==> src/rtl/rafm_pkg.sv <==
// ----------------------------------------------------------------------------
// rafm_pkg
// Shared types and constants for the rotated array first-match search block.
// ----------------------------------------------------------------------------
package rafm_pkg;

	localparam int SLOT_BITS  = 10;
	localparam int LEN_BITS   = 11;
	localparam int VALUE_BITS = 32;
	localparam int POS_BITS   = 10;

	localparam logic OP_WRITE = 1'b0;
	localparam logic OP_QUERY = 1'b1;

	typedef struct packed {
		logic                         op;
		logic [SLOT_BITS-1:0]         slot;
		logic signed [VALUE_BITS-1:0] value;
	} cmd_word_t;

	typedef struct packed {
		logic                found;
		logic [POS_BITS-1:0] position;
		logic [POS_BITS-1:0] rotation;
	} result_word_t;

	typedef struct packed {
		logic wr_en;
		logic rd_en;
	} mem_ctl_t;

	typedef enum logic [6:0] {
		ST_IDLE    = 7'b0000001,
		ST_R_ISSUE = 7'b0000010,
		ST_R_CMP   = 7'b0000100,
		ST_L_ISSUE = 7'b0001000,
		ST_L_CMP   = 7'b0010000,
		ST_F_ISSUE = 7'b0100000,
		ST_F_CMP   = 7'b1000000
	} state_t;

endpackage

==> src/rtl/rafm_ctrl.sv <==
// ----------------------------------------------------------------------------
// rafm_ctrl
// Search sequencer: rotation-point search, then lower bound over ranks; also drives store writes.
// ----------------------------------------------------------------------------
module rafm_ctrl import rafm_pkg::*; #(
	parameter int DEPTH     = 1024,
	parameter int WORD_BITS = 32
) (
	input  logic                                        clk,
	input  logic                                        arst_n,
	input  logic                                        start,
	input  cmd_word_t                                   cmd,
	input  logic [$clog2(DEPTH):0]                      live_n,
	input  logic signed [((WORD_BITS < VALUE_BITS) ? WORD_BITS : VALUE_BITS)-1:0] rd_data_a,
	input  logic signed [((WORD_BITS < VALUE_BITS) ? WORD_BITS : VALUE_BITS)-1:0] rd_data_b,
	output logic                                        busy,
	output logic                                        done,
	output result_word_t                                result,
	output mem_ctl_t                                    mem_ctl,
	output logic [$clog2(DEPTH)-1:0]                    wr_addr,
	output logic [((WORD_BITS < VALUE_BITS) ? WORD_BITS : VALUE_BITS)-1:0] wr_data,
	output logic [$clog2(DEPTH)-1:0]                    rd_addr_a,
	output logic [$clog2(DEPTH)-1:0]                    rd_addr_b
);

	localparam int AW = $clog2(DEPTH);
	localparam int CW = AW + 1;
	localparam int EW = (WORD_BITS < VALUE_BITS) ? WORD_BITS : VALUE_BITS;
	localparam int SW = (CW > SLOT_BITS) ? CW : SLOT_BITS;

	state_t                       state_q;
	logic [CW-1:0]                lo_q, hi_q, mid_q, n_q, p_q;
	logic [AW-1:0]                idx_q;
	logic signed [VALUE_BITS-1:0] key_q;
	logic                         done_q;
	result_word_t                 result_q;

	logic [CW:0]                  sum_w, rsum_w, rwrap_w;
	logic [CW-1:0]                mid_w, rank_w;
	logic [AW-1:0]                idx_w;
	logic signed [VALUE_BITS-1:0] elem_w;
	logic                         accept_w, slot_ok_w;
	logic                         wr_en_w, rd_en_w;

	assign busy     = (state_q != ST_IDLE);
	assign done     = done_q;
	assign result   = result_q;
	assign accept_w = start && !busy;

	assign slot_ok_w       = SW'(cmd.slot) < SW'(DEPTH);
	assign wr_en_w         = accept_w && (cmd.op == OP_WRITE) && slot_ok_w;
	assign wr_addr         = AW'(cmd.slot);
	assign wr_data         = cmd.value[EW-1:0];

	assign sum_w   = {1'b0, lo_q} + {1'b0, hi_q};
	assign mid_w   = sum_w[CW:1];
	assign rank_w  = (state_q == ST_L_ISSUE) ? mid_w : lo_q;
	assign rsum_w  = {1'b0, p_q} + {1'b0, rank_w};
	assign rwrap_w = (rsum_w >= {1'b0, n_q}) ? (rsum_w - {1'b0, n_q}) : rsum_w;
	assign idx_w   = rwrap_w[AW-1:0];

	assign rd_en_w       = (state_q == ST_R_ISSUE) || (state_q == ST_L_ISSUE) ||
	                       (state_q == ST_F_ISSUE);
	assign mem_ctl       = '{wr_en: wr_en_w, rd_en: rd_en_w};
	assign rd_addr_a     = (state_q == ST_R_ISSUE) ? mid_w[AW-1:0] : idx_w;
	assign rd_addr_b     = hi_q[AW-1:0];

	assign elem_w = VALUE_BITS'(rd_data_a);

	always_ff @(posedge clk or negedge arst_n) begin
		if (!arst_n) begin
			state_q <= ST_IDLE;
			done_q  <= 1'b0;
		end else begin
			done_q <= 1'b0;
			case (state_q)
				ST_IDLE: begin
					if (accept_w && (cmd.op == OP_QUERY)) begin
						state_q <= ST_R_ISSUE;
					end
				end
				ST_R_ISSUE: begin
					state_q <= (lo_q < hi_q) ? ST_R_CMP : ST_L_ISSUE;
				end
				ST_R_CMP: begin
					state_q <= ST_R_ISSUE;
				end
				ST_L_ISSUE: begin
					state_q <= (lo_q < hi_q) ? ST_L_CMP : ST_F_ISSUE;
				end
				ST_L_CMP: begin
					state_q <= ST_L_ISSUE;
				end
				ST_F_ISSUE: begin
					if (lo_q < n_q) begin
						state_q <= ST_F_CMP;
					end else begin
						state_q <= ST_IDLE;
						done_q  <= 1'b1;
					end
				end
				ST_F_CMP: begin
					state_q <= ST_IDLE;
					done_q  <= 1'b1;
				end
				default: begin
					state_q <= ST_IDLE;
				end
			endcase
		end
	end

	always_ff @(posedge clk) begin
		case (state_q)
			ST_IDLE: begin
				key_q <= cmd.value;
				n_q   <= live_n;
				lo_q  <= '0;
				hi_q  <= live_n - CW'(1);
			end
			ST_R_ISSUE: begin
				if (lo_q < hi_q) begin
					mid_q <= mid_w;
				end else begin
					p_q  <= lo_q;
					lo_q <= '0;
					hi_q <= n_q;
				end
			end
			ST_R_CMP: begin
				if (rd_data_a > rd_data_b) begin
					lo_q <= mid_q + CW'(1);
				end else begin
					hi_q <= mid_q;
				end
			end
			ST_L_ISSUE: begin
				mid_q <= mid_w;
			end
			ST_L_CMP: begin
				if (elem_w < key_q) begin
					lo_q <= mid_q + CW'(1);
				end else begin
					hi_q <= mid_q;
				end
			end
			ST_F_ISSUE: begin
				idx_q             <= idx_w;
				result_q.found    <= 1'b0;
				result_q.position <= '0;
				result_q.rotation <= POS_BITS'(p_q);
			end
			ST_F_CMP: begin
				result_q.found    <= (elem_w == key_q);
				result_q.position <= (elem_w == key_q) ? POS_BITS'(idx_q) : '0;
				result_q.rotation <= POS_BITS'(p_q);
			end
			default: begin
				idx_q <= idx_q;
			end
		endcase
	end

endmodule

==> config.mk <==
export PLATFORM = sky130hd
export DESIGN_NAME = rafm_ctrl
export DESIGN_NICKNAME = d
export VERILOG_FILES = /design/src/rtl/rafm_pkg.sv /design/src/rtl/rafm_ctrl.sv
export SDC_FILE = /design/constraint.sdc
export NUM_CORES = 1
export LEC_CHECK = 0
export BUFFER_PORTS_ARGS = -buffer_cell sky130_fd_sc_hd__buf_2
export CAP_MARGIN = 0
export CELL_PAD_IN_SITES_DETAIL_PLACEMENT = 0
export CELL_PAD_IN_SITES_GLOBAL_PLACEMENT = 1
export CORE_ASPECT_RATIO = 0.5
export CORE_MARGIN = 3
export CORE_UTILIZATION = 40
export CTS_CLUSTER_SIZE = 40
export DETAILED_ROUTE_END_ITERATION = 8
export PLACE_DENSITY_LB_ADDON = 0.1
export SLEW_MARGIN = 20
export SYNTH_ARGS = -nofsm -noshare
export SYNTH_HDL_FRONTEND = slang
export SYNTH_SLANG_ARGS = --single-unit
==> constraint.sdc <==
create_clock -name clk -period 7.8 [get_ports clk]
set_input_delay 1.17 -clock clk [delete_from_list [all_inputs] [get_ports clk]]
set_output_delay 1.17 -clock clk [all_outputs]
set_load 0.03 [all_outputs]
# After elaboration in Yosys (flattened, before gate mapping)
# Index checks and enable logic that the tools add are counted.
[totals]
out_inout_bits = 87
memories = 0
latch_bits = 0
ramBits = 0
romBits = 0
regBits = 126
[op_classes]
n_div = 0
multipliers = 0
n_lt_le_gt_ge = 5
add_sub_neg = 5
shift = 0
reduce_logical = 13
bitwise_logic = 2
n_eq_ne = 16
muxes = 22
[op_table]
columns = ["cell", "count"]
rows = [
  ["$mux 11", 8],
  ["$pmux 11 s4", 2],
  ["$pmux 21 s2", 1],
  ["$pmux 7 s6", 1],
  ["$eq 32x32->1", 1],
  ["$gt 32x32->1", 1],
  ["$lt 32x32->1", 1],
  ["$mux 10", 3],
  ["$add 11x11->12", 2],
  ["$lt 11x11->1", 2],
  ["$pmux 11 s2", 1],
  ["$mux 7", 2],
  ["$ge 12x11->1", 1],
  ["$ne 2x2->1 const B", 6],
  ["$add 11x1->11 const B", 1],
  ["$sub 11x1->11 const B", 1],
  ["$sub 10x10->10", 1],
  ["$reduce_and 4->1", 2],
  ["$eq 7x1->1 const B", 1],
  ["$eq 7x2->1 const B", 1],
  ["$eq 7x3->1 const B", 1],
  ["$eq 7x4->1 const B", 1],
  ["$eq 7x5->1 const B", 1],
  ["$eq 7x6->1 const B", 1],
  ["other kinds (14)", 20],
]

# Logic depth before layout (Yosys ltp)
# Gate-level depths: netlist (run 1).
[depth]
word_depth = 6
ltp_mapped = 22
mapped_depth_nobuf = 21

# Least setup slack after synthesis (run 1)
# No wires, ideal clock.
[synth_path]
path_type = "reg2out"
start = "register state_q[6]"
end = "output busy"
stages_incl_launch_ff = 4
required_ns = 6.630
path_buffers = 0
setup_slack_ns = 0.409
t_arrival_ns = 6.221
path_cell_list = "dfrtp_1 nor4_1 nor4bb_1 inv_1"
[synth_via]
elab_chain_len = 1
[synth_lines]
columns = ["element", "line", "text"]
rows = [
  ["start, declared", "rafm_ctrl.sv:31", "state_t state_q;"],
  ["start signal, assigned", "rafm_ctrl.sv:83", "state_q <= (lo_q < hi_q) ? ST_R_CMP : ST_L_ISSUE;"],
  ["start signal, assigned", "rafm_ctrl.sv:89", "state_q <= (lo_q < hi_q) ? ST_L_CMP : ST_F_ISSUE;"],
  ["$ne 7x1->1", "rafm_ctrl.sv:45", "assign busy = (state_q != ST_IDLE);"],
  ["end, declared", "rafm_ctrl.sv:16", "output logic busy,"],
]
# Every way passes these cells.

# Worst setup path in the final report (run 1)
[layout_path]
start = "register lo_q[0]"
end = "output rd_addr_a[3]"
[layout_via]
elab_chain_len = 6
elab_cells_between_ends = 7
cone_classes = "3 x add/sub; 1 x order compare; 3 x mux"
[layout_lines]
columns = ["element", "line", "text"]
rows = [
  ["start, declared", "rafm_ctrl.sv:32", "logic [CW-1:0] lo_q, hi_q, mid_q, n_q, p_q;"],
  ["start signal, assigned", "rafm_ctrl.sv:132", "lo_q <= mid_q + CW'(1);"],
  ["start signal, assigned", "rafm_ctrl.sv:142", "lo_q <= mid_q + CW'(1);"],
  ["$add 11x11->12", "rafm_ctrl.sv:55", "assign sum_w = {1'b0, lo_q} + {1'b0, hi_q};"],
  ["named net sum_w[10]", "rafm_ctrl.sv:38", "logic [CW:0] sum_w, rsum_w, rwrap_w;"],
  ["$mux 11", "rafm_ctrl.sv:57", "assign rank_w = (state_q == ST_L_ISSUE) ? mid_w : lo_q;"],
  ["$add 11x11->12", "rafm_ctrl.sv:58", "assign rsum_w = {1'b0, p_q} + {1'b0, rank_w};"],
  ["$ge 12x11->1", "rafm_ctrl.sv:59", "assign rwrap_w = (rsum_w >= {1'b0, n_q}) ? (rsum_w - {1'b0, n_q}) : rsum_w;"],
  ["$mux 10", "rafm_ctrl.sv:59", ""],
  ["named net rwrap_w[3]", "rafm_ctrl.sv:38", ""],
  ["$mux 10", "rafm_ctrl.sv:65", "assign rd_addr_a = (state_q == ST_R_ISSUE) ? mid_w[AW-1:0] : idx_w;"],
  ["end, declared", "rafm_ctrl.sv:22", "output logic [$clog2(DEPTH)-1:0] rd_addr_a,"],
]
# The timed path passes the listed nets, and every way through them passes these cells.

==> metrics.cfg, run 1 <==
[outcome]
outcome = complete, no violations

[sta]
fmax_mhz = 137.5
setup_tns_ns = 0
finClkSkew_ns = 0.008407
rsz0062_at_grt = no
period_needed_ns = 7.272
min_period_over_period_pct = 93.23
worst_slew_pin_slew_ns = 0.9803
worst_hold_slack_ns = 0.4649
slew_headroom_pct = 34.45
setup_viol = 0
slew_violations = 0
hold_viol = 0

[cells_and_area]
drive_gt1_share_pct = 25.87
mostFrequentLayoutCell = buf_2
fillers = 1998
finish.utilization_pct = 49.38
areaGrowthSynthToFinish_pct = 17.63
nets = 1234
diodes = 0
layout_common_cells = buf_2 (187), ha_1 (118), edfxtp_1 (118), inv_1 (113), nand2_1 (46)

[synth]
synth_ff_type = edfxtp_1
yosys.area_share.xor_xnor_pct = 3.936
ys_ff_latch = 126
synth_top_family_by_area = adder cells
synth_seq_area_share_pct = 42.07
yosys.cell_types.count = 69
syn_inst = 843
synthSimpleGateAreaFrac_pct = 11.89
synthMuxAreaShare_pct = 3.177
synth_edf_count = 118
synth_area_leaders = edfxtp_1 (40%), ha_1 (17%), inv_1 (4.8%)
synth_top_cell_area_share_pct = 39.81
yosys.area.top_type = edfxtp_1
synth_area_per_cell_um2 = 10.56
synthAdderAreaFrac_pct = 17.26
synth_fp_nets = 1085
syn_area_um2 = 8901
synth_compound_area_share_pct = 11.79
synth_warnings = 0
async_flop_share_pct = 6.349

[detailed_routing]
first_pass_iters = 5
drtIter0Drc = 409
drc = 0
drt-total-wl_mm = 23.69
vias = 6607
final_antenna_net_count = 0
wire_per_inst_um = 18.27
routed_via_density = 5.094

[setup_path]
r2r_end = idx_q[8]
r2r_setup_slack_ns = 2.26
criticalPathCategory = reg2out
r2r-start = lo_q[0]
reg2reg_depth = 22
arrival_ns = 6.10
critical-path-max-stage-delay_ns = 0.43
cp.required_ns = 6.63
end_kind = output port
cp-start-kind = flip-flop
cpMaxStageDelayCell = edfxtp_1
crit_path_cell_trace = nand2_1 -> inv_1 -> fa_1 -> a21o_1 -> a21oi_1 -> o311ai_1 -> and4_1 -> a211o_1 -> mux2_2 -> ha_1 -> mux2_2 -> a311oi_1 -> o311ai_0 -> ha_1 -> o21a_1 -> o21ai_0 -> a31oi_2 -> nor3_4 -> buf_12 -> mux2_2 -> mux2_2 -> buf_2
path_max_fanout = 12
critPathMostFrequentCell = mux2_2
setup.worst_path.start = lo_q[0]
critPathCapture = rd_addr_a[3]

[place]
port_buffers = 187
gp_congestion = 0.8745
hpwl_mm = 19.34

[clock_network]
cts_buffer_depth = 2
cts.repair.resized = 0
tritoncts = done
cts_hold_buf = 0
clock_sinks = 126
clockRootBuffer = clkbuf_16
worstSkewPairLatency_ns = 0.42
clk_pin_slew_ns = 0.06
cts_buffers = 17
htreeDepth = 4

[pwr]
p_per_area_nw_per_um2 = 278.7
peakVddDrop_v = 0.0002040
total_power_w = 0.002918
p_leak_nw = 4.939

[global_routing]
grt_pass1_vias = 6514
grt_max_degree = 25
grt_pass1_wl_mm = 36.95
globalRoute.totalOverflow = 0
antenna_found_initial = 1
grt_usage_pct = 19.86

[floorplanning]
die_h_um = 111.5
start_util_pct = 41.98
die-area_um2 = 24190
die_x_um = 217.0
core_area_um2 = 21200
io_pins = 208
num_rows = 37

[worst_hold_path]
hp-class = reg2reg

[flow_run]
max-cap-violations = 0

## cell usage after synthesis (3+ instances only)
cell	instances
edfxtp_1	118
ha_1	118
inv_1	113
buf_4	54
nand2_1	47
a21oi_1	44
nor2_1	37
o21ai_0	35
xnor2_1	25
nand3_1	20
xor2_1	15
a21o_1	14
mux2_2	14
nor2b_1	14
and2_1	13
a22oi_1	11
nor3_1	11
nand4_1	10
clkbuf_1	8
nor4_1	8
and4_1	7
dfrtp_1	7
a211oi_1	5
mux2_4	5
mux2i_1	5
nand2b_1	5
o21a_1	5
nand3b_1	4
nor4b_1	4
and3_1	3
fa_1	3
o211ai_1	3
o21bai_1	3
o31a_1	3
o31ai_1	3
or2_2	3
## cell families after synthesis
logic type,Yosys count
xor gates and xnor gates,40
AOI/OAI and AO/OA,156
and+or+nand+nor,198
DFF,126
adders and majority gates,121
buffers and inverters,178
muxes,24
## routing by layer
layer / vias to the layer above / share of wire (%) / routed length, um / GRT usage [%]
met1: 3146 / 49 / 11690 / 28.32
met3: 20 / 5.9 / 1401 / 4.391
met5: - / 0 / 0 / 0
li1: 3272 / - / - / -
met4: 0 / 0.83 / 197 / 4.644
met2: 169 / 44 / 10410 / 30.91
## how the worst min path moves through the flow
stage,startpoint,endpoint,slack [ns],depth (start not counted)
4_1_cts,p_q[5],result[5],0.47,0
3_5_place_dp,p_q[5],result[5],0.45,0
3_3_place_gp,p_q[5],result[5],0.45,0
5_1_grt,p_q[5],result[5],0.49,0
6_report,p_q[5],result[5],0.46,0
2_1_floorplan,p_q[0],result[0],0.43,0
## where the power goes
group	internal (W)	switching (W)	total, W	leakage (nW)
Sequential	0.000853	0.0000433	0.000896	1.28
Clock	0.000534	0.000312	0.000847	0.290
Combinational	0.000470	0.000705	0.00117	3.37
## state kept, by name, indices dropped and copies added (netlist names)
register,flops
mid_q,11
p_q,11
hi_q,11
key_q,32
result,21
idx_q,10
n_q,11
lo_q,11
done,1
state_q,7
## final cells by class
cell class | instances | area [um2] | share of cell area (%)
flip-flops and latches | 126 | 3745 | 35.77
multi-input cells | 539 | 4309 | 41.16
clock buffers | 18 | 429.2 | 4.099
clock inverters | 14 | 188.9 | 1.804
repair buffers | 195 | 1008 | 9.632
inverters | 113 | 424.2 | 4.051
well taps | 292 | 365.4 | 3.489
## metrics by stage
stage	area, um2	std cells	setup slack (ns)
after detailed placement	9814	1262	0.7254
after global placement	9807	1262	0.8958
after CTS	10430	1294	0.2610
after global routing	10470	1297	0.2187
final	10470	1297	0.5281
after floorplan	8901	843	0.4093
## worst max-delay path: cells and delay by family (launching register included)
kind | cells | cell delay, ns
AOI/OAI and AO/OA | 9 | 1.80
adders and majority gates | 3 | 1.21
buffers and inverters | 3 | 0.40
DFF | 1 | 0.43
muxes | 4 | 1.26
and+or+nand+nor | 3 | 0.57
## timing repair
action / 4_1_cts / 5_1_grt
endpoints found under the hold margin: 0 / 0
endpoints found under the setup margin: 0 / 5
setup buffers: 0 / 3
(Power assumes the default switching activity.)
==> inputs of run 2 (changes only) <==
ABC_AREA = 1   (was unset)
SLEW_MARGIN = unset   (was 20)
==> run 2 against run 1 <==
Effect of this change: wire length increased by 8.9%; die area increased by 6.5%; non-clock buffer count decreased by 3; clock-buffer cell count decreased by 1; first-iteration DRC count decreased by 20%; synthesized cell count increased by 28%; cell count increased by 19%; fmax increased by 9.6%; via count increased by 12%; synthesized area increased by 6.8%; setup slack improved by 0.64 ns; sequential share of layout area decreased by 1.7 points.
==> metrics.cfg, run 2 <==
[outcome]
outcome = complete, no violations

[detailed_routing]
wire_per_inst_um = 16.66  ; -8.8%
vias = 7408  ; +12%
drc = 0  ; unchanged
first_pass_iters = 5  ; unchanged
drt-total-wl_mm = 25.81  ; +8.9%
final_antenna_net_count = 0  ; unchanged
routed_via_density = 4.782  ; -6.1%
drtIter0Drc = 329  ; -20%

[floorplanning]
num_rows = 39  ; +5.4%
start_util_pct = 41.19  ; -0.79 points
core_area_um2 = 23080  ; +8.9%
die_x_um = 224.0  ; +3.3%
die-area_um2 = 25760  ; +6.5%
die_h_um = 115.0  ; +3.2%
io_pins = 208  ; unchanged

[global_routing]
grt_max_degree = 46  ; +84%
grt_pass1_wl_mm = 39.48  ; +6.9%
globalRoute.totalOverflow = 0  ; unchanged
antenna_found_initial = 1  ; unchanged
grt_pass1_vias = 7445  ; +14%
grt_usage_pct = 20.35  ; +0.49 points

[synth]
synthSimpleGateAreaFrac_pct = 20.33  ; +8.4 points
synth_compound_area_share_pct = 8.186  ; -3.6 points
synth_top_family_by_area = simple AND/OR/NAND/NOR gates
synth_edf_count = 118  ; unchanged
syn_inst = 1083  ; +28%
synthAdderAreaFrac_pct = 16.16  ; -1.1 points
async_flop_share_pct = 6.349  ; unchanged
synthMuxAreaShare_pct = 0  ; -3.2 points
synth_seq_area_share_pct = 39.39  ; -2.7 points
syn_area_um2 = 9507  ; +6.8%
yosys.cell_types.count = 55  ; -20%
synth_area_per_cell_um2 = 8.778  ; -17%
synth_fp_nets = 1325  ; +22%
yosys.area.top_type = edfxtp_1
synth_top_cell_area_share_pct = 37.27  ; -2.5 points
yosysMostFrequentCell = nand2_1
synth_area_leaders = edfxtp_1 (37%), ha_1 (16%), nand2_1 (9.0%)
synth_ff_type = edfxtp_1
yosys-top-cells-count = nand2_1 (227), inv_1 (185), edfxtp_1 (118), ha_1 (118), nor2_1 (73)
ys_ff_latch = 126  ; unchanged
synth_warnings = 0  ; unchanged
yosys.area_share.xor_xnor_pct = 2.566  ; -1.4 points

[sta]
min_period_over_period_pct = 85.06  ; -8.2 points
hold_viol = 0  ; unchanged
slew_headroom_pct = 23.86  ; -11 points
rsz0062_at_grt = no
period_needed_ns = 6.635  ; -0.6370 ns
worst_slew_pin_slew_ns = 1.140  ; +0.1602 ns
setup_viol = 0  ; unchanged
finClkSkew_ns = 0.02222  ; +0.01381 ns
setup_tns_ns = 0  ; unchanged
fmax_mhz = 150.7  ; +9.6%
slew_violations = 0  ; unchanged

[cells_and_area]
nets = 1471  ; +19%
largest_reg_flops = 32  ; unchanged
mostFrequentLayoutCell = nand2_1
drive_gt1_share_pct = 23.83  ; -2.0 points
multiInputGateArea_um2 = 4492  ; +4.2%
fin_cells = 1549  ; +19%
layout_common_cells = nand2_1 (227), buf_2 (187), inv_1 (184), ha_1 (118), edfxtp_1 (118)
fillers = 2232  ; +12%
diodes = 0  ; unchanged
seq_area_um2 = 3745  ; unchanged
areaGrowthSynthToFinish_pct = 15.61
top_register = key_q

[setup_path]
criticalPathCategory = reg2out
cp-start-kind = flip-flop
path_max_fanout = 11  ; -1
arrival_ns = 5.46  ; -0.64 ns
r2r-start = lo_q[2]
cp.required_ns = 6.63  ; about the same
setup.worst_path.start = lo_q[2]
end_kind = output port

[place]
place_inst = 1517  ; +20%
gp_congestion = 0.9001  ; +2.9%
port_buffers = 187  ; unchanged
hpwl_mm = 21.09  ; +9.1%

[clock_network]
clock_sinks = 126  ; unchanged
tritoncts = done
clk_pin_slew_ns = 0.06  ; about the same
cts_hold_buf = 0  ; unchanged
cts_setup_buffers = 0  ; unchanged
cts_buffer_depth = 2  ; unchanged
htreeDepth = 4  ; unchanged
clockRootBuffer = clkbuf_16
cts.repair.resized = 0  ; unchanged
worstSkewPairLatency_ns = 0.44  ; +0.02 ns
cts_buffers = 17  ; unchanged

[flow_run]
max-cap-violations = 0  ; unchanged

[worst_hold_path]
hp-class = reg2reg
min_from = p_q[8]

-- run 2: cell types whose count changed in the layout (fill, tap and decap cells not counted), sizes merged, moves of 18 or more --
| cell | previous run | this run |
|---|---|---|
| nor2 | 37 | 80 |
| xnor2 | 25 | 7 |
| nand2 | 47 | 234 |
| mux2 | 19 | 0 |
| nand3 | 20 | 56 |
| inv | 116 | 207 |
-- run 2: cells by family (layout without fill, tap and decap cells) --
kind of cell / after synthesis / after routing
buffers and inverters: 272 / 431
AOI/OAI and AO/OA: 123 / 123
xor gates and xnor gates: 27 / 27
adders and majority gates: 121 / 121
DFF: 126 / 126
and+or+nand+nor: 414 / 414
-- run 2: per-layer routing --
metal	vias up	track usage [%]	part of all wire (%)
li1	3800	-	-
met1	3406	26.49	47
met2	170	34.07	46
met3	30	5.026	5.3
met4	2	5.872	1.2
met5	-	0	0.043
-- run 2: area by class of cell --
| class | count | share of cell area (%) |
|---|---|---|
| multi-input combinational | 685 | 40.87 |
| sequential | 126 | 34.07 |
| timing repair buffer | 192 | 8.857 |
| inverter | 207 | 7.070 |
| clock buffer | 17 | 3.871 |
| tap | 307 | 3.495 |
| clock inverter | 15 | 1.765 |
-- run 2: path summary, 6_finish.rpt --
path	end	slack (ns)	cells past startpoint
worst max-delay path	rd_addr_a[0]	1.17	27
worst min-delay path	result[8]	0.46	0
worst max register to register	idx_q[6]	2.74	24
worst min register to register	result[8]	0.46	0
max in group asynchronous	state_q[0]	6.98	1
min in group asynchronous	state_q[3]	0.57	1
-- run 2: through the flow --
step	util (%)	setup slack [ns]	hold WS [ns]	instance area, um2
2_1_floorplan	-	2.687	0.4334	9507
3_3_place_gp	44.93	1.612	0.4470	10370
3_5_place_dp	44.93	1.673	0.4497	10370
4_1_cts	47.62	1.155	0.4655	10990
5_1_grt	47.62	0.5697	0.4751	10990
6_report	47.62	1.165	0.4625	10990
-- run 2: critical path: stages (launching register included) --
cell	delay, ns
edfxtp_1	0.46
ha_1	0.43
inv_2	0.07
a21oi_2	0.13
nand2_2	0.10
a21oi_1	0.17
xor2_1	0.42
nand2_1	0.09
nand2_1	0.10
ha_1	0.27
a21oi_2	0.23
inv_2	0.05
a211oi_1	0.29
xor2_1	0.38
inv_1	0.09
ha_1	0.35
a21oi_1	0.22
nor3_1	0.08
nor2_2	0.10
nand3_1	0.07
nand2_1	0.07
nand2_2	0.06
nand2_4	0.18
nand2_4	0.13
nand2_1	0.12
nand3_1	0.08
nand2_1	0.08
buf_2	0.19
Power of run 2 is left out: the tool's default activity adds up to more than one toggle a clock period on the data nets, which glitch-free logic cannot reach.
